==> src/hw/rtl/tfm_pkg.sv <==
package tfm_pkg;

  localparam int TABLE_DEPTH_DEF = 4096;

  localparam int TIME_W    = 64;
  localparam int ORIGIN_W  = 63;
  localparam int FC_W      = 13;
  localparam int TOL_W     = 30;
  localparam int IDX_W     = 12;
  localparam int CFG_IDX_W = 3;
  // signed width that holds a timestamp shifted by any origin difference
  localparam int EXT_W     = 66;

  localparam logic [TOL_W-1:0] TOL_RESET = 30'd1000000;

  localparam logic KIND_WRITE = 1'b0;
  localparam logic KIND_QUERY = 1'b1;

  typedef enum logic [CFG_IDX_W-1:0] {
    REG_TEL_ORIGIN  = 3'd0,
    REG_VID_ORIGIN  = 3'd1,
    REG_RANGE_END   = 3'd2,
    REG_FRAME_COUNT = 3'd3,
    REG_TOLERANCE   = 3'd4
  } cfg_reg_t;

  typedef struct packed {
    logic              kind;
    logic [IDX_W-1:0]  entry_index;
    logic [TIME_W-1:0] entry_time;
    logic [TIME_W-1:0] query_time;
  } in_item_t;

  typedef struct packed {
    logic             found;
    logic [IDX_W-1:0] frame_index;
  } out_item_t;

  typedef enum logic [3:0] {
    S_IDLE,
    S_START,
    S_QK,
    S_WIN,
    S_CHECK,
    S_RD,
    S_CMP,
    S_HIT1,
    S_HIT2,
    S_DONE
  } tfm_state_t;

  typedef struct packed {
    logic capture;
    logic rd_first;
    logic calc_qk;
    logic calc_win;
    logic init_search;
    logic rd_mid;
    logic rd_lo;
    logic upd_probe;
    logic rd_prev;
    logic take_hit1;
    logic take_hit2;
    logic load_out;
  } cmd_t;

  typedef struct packed {
    logic in_query;
    logic refuse;
    logic count_zero;
    logic hit1;
    logic lo_zero;
    logic out_free;
  } status_t;

endpackage

==> src/hw/rtl/tfm_ctrl.sv <==
module tfm_ctrl (
  input  logic             clk,
  input  logic             rst_n,
  input  logic             in_valid,
  output logic             in_ready,
  input  tfm_pkg::status_t status,
  output tfm_pkg::cmd_t    cmd
);

  tfm_pkg::tfm_state_t state_r, state_nxt;

  assign in_ready = (state_r == tfm_pkg::S_IDLE);

  always_ff @(posedge clk) begin
    if (!rst_n) begin
      state_r <= tfm_pkg::S_IDLE;
    end else begin
      state_r <= state_nxt;
    end
  end

  always_comb begin
    state_nxt = state_r;
    unique case (state_r)
      tfm_pkg::S_IDLE: begin
        if (in_valid && status.in_query) begin
          state_nxt = tfm_pkg::S_START;
        end
      end
      tfm_pkg::S_START: state_nxt = tfm_pkg::S_QK;
      tfm_pkg::S_QK:    state_nxt = tfm_pkg::S_WIN;
      tfm_pkg::S_WIN:   state_nxt = tfm_pkg::S_CHECK;
      tfm_pkg::S_CHECK: begin
        state_nxt = status.refuse ? tfm_pkg::S_DONE : tfm_pkg::S_RD;
      end
      tfm_pkg::S_RD: begin
        state_nxt = status.count_zero ? tfm_pkg::S_HIT1 : tfm_pkg::S_CMP;
      end
      tfm_pkg::S_CMP:   state_nxt = tfm_pkg::S_RD;
      tfm_pkg::S_HIT1: begin
        priority if (status.hit1) begin
          state_nxt = tfm_pkg::S_DONE;
        end else if (!status.lo_zero) begin
          state_nxt = tfm_pkg::S_HIT2;
        end else begin
          state_nxt = tfm_pkg::S_DONE;
        end
      end
      tfm_pkg::S_HIT2:  state_nxt = tfm_pkg::S_DONE;
      tfm_pkg::S_DONE: begin
        if (status.out_free) begin
          state_nxt = tfm_pkg::S_IDLE;
        end
      end
      default: state_nxt = tfm_pkg::S_IDLE;
    endcase
  end

  always_comb begin
    cmd = '0;
    unique case (state_r)
      tfm_pkg::S_IDLE:  cmd.capture     = in_valid;
      tfm_pkg::S_START: cmd.rd_first    = 1'b1;
      tfm_pkg::S_QK:    cmd.calc_qk     = 1'b1;
      tfm_pkg::S_WIN:   cmd.calc_win    = 1'b1;
      tfm_pkg::S_CHECK: cmd.init_search = 1'b1;
      tfm_pkg::S_RD: begin
        cmd.rd_lo  = status.count_zero;
        cmd.rd_mid = !status.count_zero;
      end
      tfm_pkg::S_CMP:   cmd.upd_probe   = 1'b1;
      tfm_pkg::S_HIT1: begin
        cmd.take_hit1 = 1'b1;
        cmd.rd_prev   = 1'b1;
      end
      tfm_pkg::S_HIT2:  cmd.take_hit2   = 1'b1;
      tfm_pkg::S_DONE:  cmd.load_out    = status.out_free;
      default: cmd = '0;
    endcase
  end

  // a write item never leaves idle
  a_write_stays_idle: assert property (@(posedge clk) disable iff (!rst_n)
    (state_r == tfm_pkg::S_IDLE && in_valid && !status.in_query) |=>
      (state_r == tfm_pkg::S_IDLE))
    else $error("write item left idle");

  a_done_returns: assert property (@(posedge clk) disable iff (!rst_n)
    (state_r == tfm_pkg::S_DONE && status.out_free) |=> (state_r == tfm_pkg::S_IDLE))
    else $error("result handed off without returning to idle");

endmodule

==> config.mk <==
export PLATFORM = sky130hd
export DESIGN_NAME = tfm_ctrl
export DESIGN_NICKNAME = d
export VERILOG_FILES = /design/src/hw/rtl/tfm_pkg.sv /design/src/hw/rtl/tfm_ctrl.sv
export SDC_FILE = /design/constraint.sdc
export NUM_CORES = 1
export LEC_CHECK = 0
export BUFFER_PORTS_ARGS = -buffer_cell sky130_fd_sc_hd__clkbuf_2
export CORE_AREA = 2 2 39 41
export DETAILED_ROUTE_END_ITERATION = 7
export DIE_AREA = 0 0 41 43
export PLACE_DENSITY_LB_ADDON = 0.3
export SYNTH_ARGS = -nofsm -noshare
export SYNTH_HDL_FRONTEND = slang
export SYNTH_SLANG_ARGS = --single-unit
==> constraint.sdc <==
create_clock -name clk -period 1.5 [get_ports clk]
set_clock_uncertainty 0.15 [all_clocks]
set_input_delay 0.3 -clock clk [delete_from_list [all_inputs] [get_ports clk]]
set_output_delay 0.3 -clock clk [all_outputs]
set_load 0.05 [all_outputs]
== Yosys cells after proc, flatten, opt, wreduce, memory -nomap -nowiden ==
Cells that the tools add are included.

* Bits in registers: 4
* Bits in latches: 0
* Bits in writable memories: 0
* ROM bits: 0
* Bits of input ports: 9
* Output and inout bits: 13
* Word-level logic and storage cells: 33
* Memories kept: 0

* Add/sub/neg operators: 0
* $mul: 0
* Divide/modulo/power cells: 0
* Order comparisons: 0
* Eq/ne operators: 11
* Shift-type cells: 0
* Muxes and demuxes: 17
* Bitwise logic cells: 0
* Reduce and logical (&&, ||, !) cells: 4

{| class="wikitable"
|+ Operators by type and width
! cell !! number
|-
| $pmux 4 s10 || 1
|-
| $eq 4x3->1 const B || 4
|-
| $mux 4 || 3
|-
| $mux 1 || 11
|-
| $eq 4x2->1 const B || 2
|-
| $eq 4x4->1 const B || 2
|-
| $eq 4x1->1 const B || 1
|-
| $logic_not 4->1 || 1
|-
| $mux 2 || 2
|-
| $ne 2x1->1 const B || 1
|-
| $ne 2x2->1 const B || 1
|-
| $reduce_and 2->1 || 1
|-
| $logic_and 1x1->1 || 1
|-
| $logic_not 1->1 || 1
|}

== Longest topological paths before layout ==
Gate-level depths: netlist (run 1).

* Word-level depth: 3
* Mapped depth: 5
* Depth with buffers taken out: 4

== Least setup slack after synthesis (run 1) ==
No wires, ideal clock.

* Path kind: flip-flop to output port
* Start point: register state_r[0]
* End point: output cmd[11] (netlist name)
* Arrival: 2.708 ns
* Data required time: 1.050 ns
* Setup slack: -1.658 ns
* Stages on the path, launching flop included: 4
* Buffers on the path: 1
* Cells stage by stage: dfxtp_1 clkbuf_1 nor4_1 and2_1

{| class="wikitable"
|+ RTL lines
! item !! RTL line !! RTL
|-
| start: declaration || tfm_ctrl.sv:10 || <nowiki>tfm_pkg::tfm_state_t state_r, state_nxt;</nowiki>
|-
| start signal: assignment || tfm_ctrl.sv:16 || <nowiki>state_r <= tfm_pkg::S_IDLE;</nowiki>
|-
| start signal: assignment || tfm_ctrl.sv:18 || <nowiki>state_r <= state_nxt;</nowiki>
|-
| end: declaration || tfm_ctrl.sv:7 || <nowiki>output tfm_pkg::cmd_t cmd</nowiki>
|}

==> flow_summary_export.csv, run 1 <==
group,metric,value,unit
outcome,status,"finished with violations",
outcome,violations,"negative setup slack",
final_layout,drive_above_1_share,78.3,%
final_layout,fin_area,927,µm²
yosys,synth_nets,56,
placement,placed_area,622,µm²
run,max_cap_violations,0,
hold_path,hold_path.class,"input port to flip-flop",
placement,place_hpwl,852,µm
placement,port_buffers,21,
final_layout,largest_reg_flops,4,
global_route,grt_usage,17.8,%
yosys,synthXorXnorAreaFrac,0,%
final_layout,layout_commonest_cell,"buf_4",
floorplan,dieArea,1760,µm²
timing,slew-limit-headroom,82.7,%
yosys,synth.area.top_cells,"dfxtp_1 (23%), nor3_1 (13%), nand2b_1 (7.0%)",
hold_path,worstHoldStart,"rst_n",
final_layout,mostFrequentLayoutCells,"buf_4 (12), buf_8 (11), clkbuf_2 (8)",
final_layout,n_antenna_cell,0,
detailed_routing,viasPerCell,5.09,
hold_path,min_path_cells,2,
yosys,synth_compound_area_share,13.4,%
power,comb_power_share,63.3,%
timing,period_share,113,%
power,p_int,0.000473,W
clocking,cts_max_level,1,
critical_path,cp-end-kind,"primary output",
floorplan,rows,14,
yosys,synth_area,355,µm²
critical_path,critPathMaxFanout,5,
yosys,synth_top_area_share,22.5,%
clocking,root_buffer,"clkbuf_4",
yosys,synth-seq-cells,4,
floorplan,die_h,43,µm
final_layout,syn_to_final_growth,161,%
global_route,antenna_found_initial,0,
detailed_routing,routed_wl,1280,µm
final_layout,top_regs,"state_r (4)",
floorplan,coreArea,1380,µm²
clocking,cts_tree,"done",
power,p_leak,0.381,nW
timing,fin_crit,1.69,ns
power,power.total,0.000802,W
final_layout,top_register,"state_r",
detailed_routing,dr.pass1.iters,3,
yosys,syn-instance-count,47,
critical_path,path_cells,"nor4_4, and2_4, clkbuf_16",
yosys,synth_top_family_by_area,"simple AND/OR/NAND/NOR gates",
timing,grt_setup_unrepaired,"yes",
yosys,synth.largest_area_cell,"dfxtp_1",
placement,gp_congestion,0.711,
global_route,grt_pass1_wl,2070,µm
critical_path,slowest_stage,"dfxtp_4",
yosys,avgSynthCellArea,7.56,µm²
global_route,grt_max_degree,9,
global_route,overflow,0,
clocking,cts_buffers,3,
critical_path,critical_path.max_stage_delay,0.36,ns
critical_path,start_kind,"flip-flop",
critical_path,rr_worst_depth,5,
yosys,synth-simple-area-share,44.0,%
power,sw_frac_of_total,41.1,%
detailed_routing,ant_nets,0,
timing,fin_ws,-0.193,ns
critical_path,required,1.05,ns
yosys,synth_mux_area_share,9.15,%
timing,fmax,591,MHz
detailed_routing,num_vias,504,
timing,drv_slew,0,
power,pwr-share-clk,17.7,%
clocking,worstSkewPairLatency,0.25,ns
timing,finalHoldViolations,0,
detailed_routing,detail_route.wl_per_cell,13.0,µm
yosys,ys_seq_area_share,22.5,%
clocking,clk_pin_slew,0.04,ns
yosys,synth_cell_types,26,
yosys,synthAdderAreaFrac,0,%
global_route,grt_pass1_vias,464,
timing,setup_violations,13,
yosys,yosysWarnings,0,
clocking,cts_sinks,4,
floorplan,pin_count,22,
critical_path,path_class,"flip-flop to primary output",
critical_path,worst-endpoint-arrival,1.24,ns
detailed_routing,drt_iter0_drc,4,
power,powerDensity,865,nW/µm²
power,ir_drop,0.000496,V
power,pwr-share-seq,19.0,%
detailed_routing,drc_errors,0,
final_layout,layout.nets,94,
power,p_switching,0.000329,W
timing,worst_slew_pin_slew,0.255,ns
clocking,clockBufferDepth,2,
critical_path,crit_start,"state_r[2]$_SDFFE_PN0P_",
critical_path,regToRegStartpoint,"state_r[1]$_SDFFE_PN0P_",
floorplan,die_x,41,µm
floorplan,start_util,25.7,%
cell usage after synthesis (all sizes together):
library cell and n:
o31a 1, nor4 1, buf 4, nand2b 4, nor2 4, nor4b 1, and2 2, or3b 1
clkbuf 1, nand4b 1, and4 1, mux2 2, dfxtp 4, nor3b 1, inv 1, mux2i 1
a21boi 1, o31ai 1, o21ai 1, nand2 2, nor3 9, a311oi 1, a21oi 2
cells by family (layout without fill, tap and decap cells):
family,count (synthesis),in the layout
AO/OA/AOI/OAI,7,7
buffers and inverters,6,42
AND/OR/NAND/NOR,27,27
multiplexers,3,3
flip-flops,4,4
worst max-delay path, delay by kind of cell (launching register included):
family                 cells  cell delay (ns)
buffers and inverters      1             0.15
flip-flops                 1             0.36
AND/OR/NAND/NOR            2             0.49
power by group through the flow:
stage          clock network, W  registers (W)  logic, W
4_1_cts                0.000139       0.000152  0.000422
5_1_grt                0.000149       0.000156  0.000537
3_5_place_dp                  0       0.000142  0.000329
3_3_place_gp                  0       0.000141  0.000326
6_report               0.000142       0.000153  0.000508
2_1_floorplan                 0       0.000129  0.000253
layer usage:
layer | vias to the layer above | part of all wire, % | track usage (%)
li1 | 245 | - | -
met2 | 17 | 54 | 27.8
met3 | 4 | 5.6 | 2.09
met4 | 0 | 3.1 | 12.0
met1 | 238 | 37 | 21.2
met5 | - | 0 | 0
metrics by stage:
stage	hold slack [ns]	TNS, ns	setup WS [ns]	cells	utilization (%)
global placement	0.417	-0.556	-0.0760	88	44.9
floorplan	0.278	-1.42	-0.435	47	-
global route	0.165	-2.37	-0.256	99	67.0
detailed placement	0.414	-0.760	-0.111	88	44.9
CTS	0.161	-1.51	-0.196	94	60.5
finish	0.158	-1.74	-0.193	99	67.0
area by class of cell:
cell class,count,area (µm²)
Clock buffer,3,22.5
Fill cell,108,457
Inverter,1,3.75
Multi-Input combinational cell,37,383
Sequential cell,4,92.6
Tap cell,16,20.0
Timing Repair Buffer,38,405
timing repair:
action,in CTS,in global routing
pin swaps,4,5
gates resized for setup,42,18
hold buffers,0,0
setup buffers,3,5
setup endpoints to repair,14,15
path summary, 6_finish.rpt:
check	end	slack (ns)
hold / removal	state_r[3]$_SDFFE_PN0P_	0.16
setup reg to reg	state_r[2]$_SDFFE_PN0P_	0.03
setup / recovery	cmd[11]	-0.19
hold reg to reg	state_r[1]$_SDFFE_PN0P_	0.46
Power figures use the tool's default switching activity.
==> run 2, diff against run 1 <==
--- a/config.mk
+++ b/config.mk
@@ -11,4 +11,5 @@
 export DIE_AREA = 0 0 41 43
 export PLACE_DENSITY_LB_ADDON = 0.3
+export RECOVER_POWER = 100
 export SYNTH_ARGS = -nofsm -noshare
 export SYNTH_HDL_FRONTEND = slang
==> constraint.sdc (replaced) <==
create_clock -name clk -period 1.5 [get_ports clk]
set_clock_uncertainty 0.15 [all_clocks]
set_input_delay 0.075 -clock clk [delete_from_list [all_inputs] [get_ports clk]]
set_output_delay 0.075 -clock clk [all_outputs]
set_load 0.05 [all_outputs]
==> run 2 against run 1 <==
Net effect: the flow still finishes with violations (negative setup slack); largest cell class is now multi-input gates; critical endpoint unchanged; critical path depth is 1 higher; first-iteration DRC count shrank 100%; fmax rose by 11%; critical path type unchanged; global-route usage decreased by 5.3 points; via count is 13% lower; clock power decreased by 6%.
==> flow_summary_export.csv, run 2 (same netlist as run 1, synthesis figures left out) <==
group,metric,value,unit
clocking,cts_buffers,3,
critical_path,slowest_stage,"dfxtp_4",
floorplan,die_h,43,µm
final_layout,layout_commonest_cell,"buf_4",
hold_path,hold_path.class,"input port to flip-flop",
global_route,grt_usage,12.4,%
critical_path,critPathMaxFanout,5,
clocking,worstSkewPairLatency,0.24,ns
critical_path,cp.depth,4,
detailed_routing,ant_nets,0,
detailed_routing,dr.pass1.iters,1,
final_layout,mostFrequentLayoutCells,"buf_4 (11), nor3_1 (8), clkbuf_2 (8)",
global_route,overflow,0,
critical_path,cp_top_family,"simple AND/OR/NAND/NOR gates",
clocking,cts_max_level,1,
detailed_routing,num_vias,438,
timing,fin_hold_ws,0.0658,ns
critical_path,path_cells,"buf_6, nor4_4, and2_4, buf_8",
final_layout,n_antenna_cell,0,
timing,period_share,101,%
final_layout,layout.nets,86,
timing,drv_slew,0,
final_layout,syn_to_final_growth,81.3,%
run,max_cap_violations,0,
timing,setup_violations,1,
timing,finalHoldViolations,0,
global_route,grt_pass1_wl,1520,µm
detailed_routing,detail_route.wl_per_cell,10.9,µm
final_layout,drive_above_1_share,53.3,%
final_layout,top_register,"state_r",
floorplan,coreArea,1380,µm²
critical_path,path_class,"flip-flop to primary output",
timing,slew-limit-headroom,81.4,%
detailed_routing,drt_iter0_drc,0,
clocking,clk_pin_slew,0.04,ns
clocking,clockBufferDepth,2,
final_layout,final_core_util,46.6,%
floorplan,dieArea,1760,µm²
placement,gp_congestion,0.693,
outcome,status,"finished with violations",
clocking,cts_sinks,4,
timing,grt_setup_unrepaired,"yes",
critical_path,required,1.27,ns
critical_path,rr_worst_depth,4,
floorplan,die_x,41,µm
placement,place_hpwl,718,µm
hold_path,min_path_cells,4,
detailed_routing,drc_errors,0,
global_route,grt_max_degree,14,
placement,port_buffers,21,
timing,fin_ws,-0.0208,ns
critical_path,start_kind,"flip-flop",
detailed_routing,viasPerCell,4.81,
critical_path,critical_path.max_stage_delay,0.35,ns
floorplan,pin_count,22,
floorplan,rows,14,
floorplan,start_util,25.7,%
power,power.total,0.000602,W
critical_path,worst-endpoint-arrival,1.30,ns
clocking,cts_tree,"done",
outcome,violations,"negative setup slack",
power,p_leak,0.283,nW
final_layout,top_regs,"state_r (4)",
critical_path,cp-end-kind,"primary output",
final_layout,largest_reg_flops,4,
clocking,root_buffer,"clkbuf_4",
detailed_routing,routed_wl,988,µm
timing,tns,-0.0208,ns
final_layout,fin_cells,91,
placement,dp_cells,85,
global_route,antenna_found_initial,0,
timing,fmax,658,MHz
timing,worst_slew_pin_slew,0.277,ns
timing,fin_crit,1.52,ns
power,ir_drop,0.000729,V
critical_path,worst-path-buf-inv,2,
power,powerDensity,934,nW/µm²
global_route,grt_pass1_vias,394,
run 2: cell count changes in the layout (fill, tap and decap cells not counted), moves of 3 or more:
cell	before	now
nand2b_1	1	4
nand2b_4	3	0
nor3_4	7	0
buf_6	4	1
nor3_1	2	8
buf_8	11	1
run 2: area by class of cell:
type / instances / area [µm²]
clock buffers: 3 / 22.5
fillers: 147 / 739
inverters: 1 / 3.75
multi-input cells: 37 / 267
flip-flops and latches: 4 / 91.3
well taps: 16 / 20.0
repair buffers: 30 / 240
run 2: repair_timing:
action | CTS | global route
gates resized for setup | 18 | 18
hold endpoints to repair | 3 | 0
endpoints found under the setup margin | 13 | 11
buffers inserted | 0 | 1
pin swaps | 1 | 2
hold buffers | 2 | 0
run 2: per-layer routing:
| layer | vias to the layer above | GRT usage, % | routed length (µm) |
|---|---|---|---|
| met5 | - | 0 | 0 |
| met4 | 0 | 2.00 | 0 |
| met3 | 0 | 6.81 | 95 |
| met2 | 20 | 20.9 | 478 |
| met1 | 191 | 13.2 | 413 |
| li1 | 227 | - | - |
run 2: stage by stage:
stage	setup slack (ns)	instance area, µm²
2_1_floorplan	-0.383	370
3_3_place_gp	0.0304	518
3_5_place_dp	0.0166	518
4_1_cts	-0.0412	612
5_1_grt	-0.109	644
6_report	-0.0208	644
run 2: worst paths after layout:
| kind | from | slack [ns] | to |
|---|---|---|---|
| setup / recovery | state_r[0]$_SDFFE_PN0P_ | -0.02 | cmd[11] |
| hold / removal | status[4] | 0.07 | state_r[2]$_SDFFE_PN0P_ |
| setup reg to reg | state_r[3]$_SDFFE_PN0P_ | 0.13 | state_r[3]$_SDFFE_PN0P_ |
| hold reg to reg | state_r[2]$_SDFFE_PN0P_ | 0.43 | state_r[2]$_SDFFE_PN0P_ |
run 2: worst reg2reg max path: stages (launching register included):
cell	delay, ns
dfxtp_1	0.39
buf_12	0.16
mux2_2	0.33
nor3_1	0.14
o31a_1	0.15
run 2: power by group:
part | switching, W | internal, W
combinational | 0.000178 | 0.000143
clock | 0.0000443 | 0.0000895
sequential | 0.0000264 | 0.000121
==> run 3, diff against run 2 <==
CORE_AREA = 4 4 41 43   (was 2 2 39 41)
DIE_AREA = 0 0 45 47   (was 0 0 41 43)
==> run 3 against run 2 <==
Net effect: the run still ends with negative setup slack left; sequential share of layout area increased by 0.73 points; worst setup slack got worse by 0.023 ns; critical path depth is the same; cell area is 6.2% lower; via count grew 2.7%; cell count fell by 3.3%; fmax is 1.5% lower; total power decreased by 2.5%; register-to-register slack got worse by 0.02 ns; hold slack worse by 0.041 ns; critical path type unchanged; non-clock buffer count shrank 2.
==> flow_summary_export.csv, run 3 (same netlist as run 1, synthesis figures left out) <==
group,metric,value,unit
clocking,cts_max_level,1,
detailed_routing,detail_route.wl_per_cell,12.6,µm
timing,tns,-0.0499,ns
final_layout,syn_to_final_growth,70.1,%
timing,fin_crit,1.54,ns
floorplan,pin_count,22,
detailed_routing,drc_errors,0,
clocking,worstSkewPairLatency,0.23,ns
timing,fmax,648,MHz
critical_path,worst-path-buf-inv,2,
clocking,clk_pin_slew,0.04,ns
placement,place_hpwl,817,µm
clocking,clockBufferDepth,2,
floorplan,die_x,45,µm
run,max_cap_violations,0,
floorplan,start_util,27.3,%
floorplan,die_h,47,µm
timing,slew-limit-headroom,82.2,%
timing,finalHoldViolations,0,
critical_path,critPathMaxFanout,5,
final_layout,layout.nets,84,
timing,period_share,103,%
final_layout,final-seq-area,90.1,µm²
power,ir_drop,0.000414,V
critical_path,path_cells,"buf_6, nor4_4, and2_4, buf_8",
floorplan,coreArea,1300,µm²
placement,placed_area,509,µm²
detailed_routing,viasPerCell,5.11,
outcome,violations,"negative setup slack",
timing,grt_setup_unrepaired,"yes",
critical_path,critical_path.max_stage_delay,0.35,ns
outcome,status,"finished with violations",
global_route,grt_pass1_vias,439,
critical_path,cp_top_family,"simple AND/OR/NAND/NOR gates",
final_layout,drive_above_1_share,54.8,%
placement,port_buffers,21,
final_layout,layout_commonest_cell,"buf_4",
floorplan,dieArea,2120,µm²
critical_path,required,1.27,ns
clocking,root_buffer,"clkbuf_4",
critical_path,cp-end-kind,"primary output",
clocking,cts_buffers,3,
timing,setup_violations,2,
final_layout,mostFrequentLayoutCells,"buf_4 (12), nor3_1 (8), clkbuf_2 (8)",
floorplan,rows,13,
final_layout,fillers,150,
global_route,grt_pass1_wl,1840,µm
global_route,overflow,0,
global_route,antenna_found_initial,0,
global_route,grt_usage,12.0,%
final_layout,n_antenna_cell,0,
power,powerDensity,971,nW/µm²
placement,gp_congestion,0.789,
final_layout,top_register,"state_r",
power,power.total,0.000587,W
final_layout,largest_reg_flops,4,
critical_path,worst-endpoint-arrival,1.32,ns
clocking,cts_sinks,4,
hold_path,hold_path.class,"input port to flip-flop",
detailed_routing,num_vias,450,
critical_path,path_class,"flip-flop to primary output",
power,p_leak,0.270,nW
detailed_routing,drt_iter0_drc,3,
final_layout,top_regs,"state_r (4)",
critical_path,slowest_stage,"dfxtp_4",
timing,fin_ws,-0.0440,ns
final_layout,multi_input_comb_area,259,µm²
timing,worst_slew_pin_slew,0.265,ns
clocking,cts_tree,"done",
detailed_routing,dr.pass1.iters,4,
final_layout,fin_area,604,µm²
critical_path,start_kind,"flip-flop",
detailed_routing,routed_wl,1110,µm
global_route,grt_max_degree,13,
timing,drv_slew,0,
detailed_routing,ant_nets,0,
==> run 3: changes by cell type in the layout (fill, tap and decap cells not counted), sizes merged <==
| cell | change |
|---|---|
| buf | -1 |
| dlygate4sd3 | -1 |
==> run 3: path summary, 6_finish.rpt <==
path / startpoint / to / cells after the start / slack (ns)
worst max register to register: state_r[3]$_SDFFE_PN0P_ / state_r[3]$_SDFFE_PN0P_ / 4 / 0.11
worst min-delay path: status[0] / state_r[0]$_SDFFE_PN0P_ / 3 / 0.02
worst min register to register: state_r[2]$_SDFFE_PN0P_ / state_r[2]$_SDFFE_PN0P_ / 1 / 0.41
worst max-delay path: state_r[0]$_SDFFE_PN0P_ / cmd[11] / 4 / -0.04
==> run 3: per-stage QoR <==
step	setup WS (ns)	utilization [%]	cells	hold slack (ns)
floorplan	-0.383	-	47	0.0529
global placement	0.0237	39.1	83	0.199
detailed placement	0.0206	39.1	83	0.197
CTS	-0.0696	46.5	88	0.00352
global route	-0.0820	46.4	88	0.0336
finish	-0.0440	46.4	88	0.0246
==> run 3: cell type report <==
type	count	share of cell area, %
Multi-Input combinational cell	37	42.9
Clock buffer	3	3.73
Timing Repair Buffer	28	34.8
Tap cell	15	3.11
Sequential cell	4	14.9
Inverter	1	0.621
==> run 3: layer usage <==
layer | share of wire [%] | track usage [%] | wire length, µm
met5 | 0 | 0 | 0
met4 | 0 | 1.75 | 0
met3 | 6.2 | 6.13 | 69
met2 | 54 | 20.6 | 596
met1 | 40 | 13.6 | 440
==> run 3: power breakdown <==
part | switching [W] | total [W] | internal [W]
Combinational | 0.000180 | 0.000313 | 0.000133
Sequential | 0.0000245 | 0.000145 | 0.000120
Clock | 0.0000401 | 0.000129 | 0.0000892
Total | 0.000244 | 0.000587 | 0.000342
==> run 3: what timing repair did <==
action | 4_1_cts | 5_1_grt
buffers inserted | 1 | 0
hold buffers | 1 | 0
resized for setup | 21 | 15
pin swaps | 2 | 1
hold endpoints to repair | 3 | 0
endpoints found under the setup margin | 13 | 13
==> run 3: tightest hold or removal path: cells and delay by family <==
kind / cells / cell delay [ns]
and+or+nand+nor: 1 / 0.10
buffers and inverters: 1 / 0.10
AOI/OAI and AO/OA: 1 / 0.08
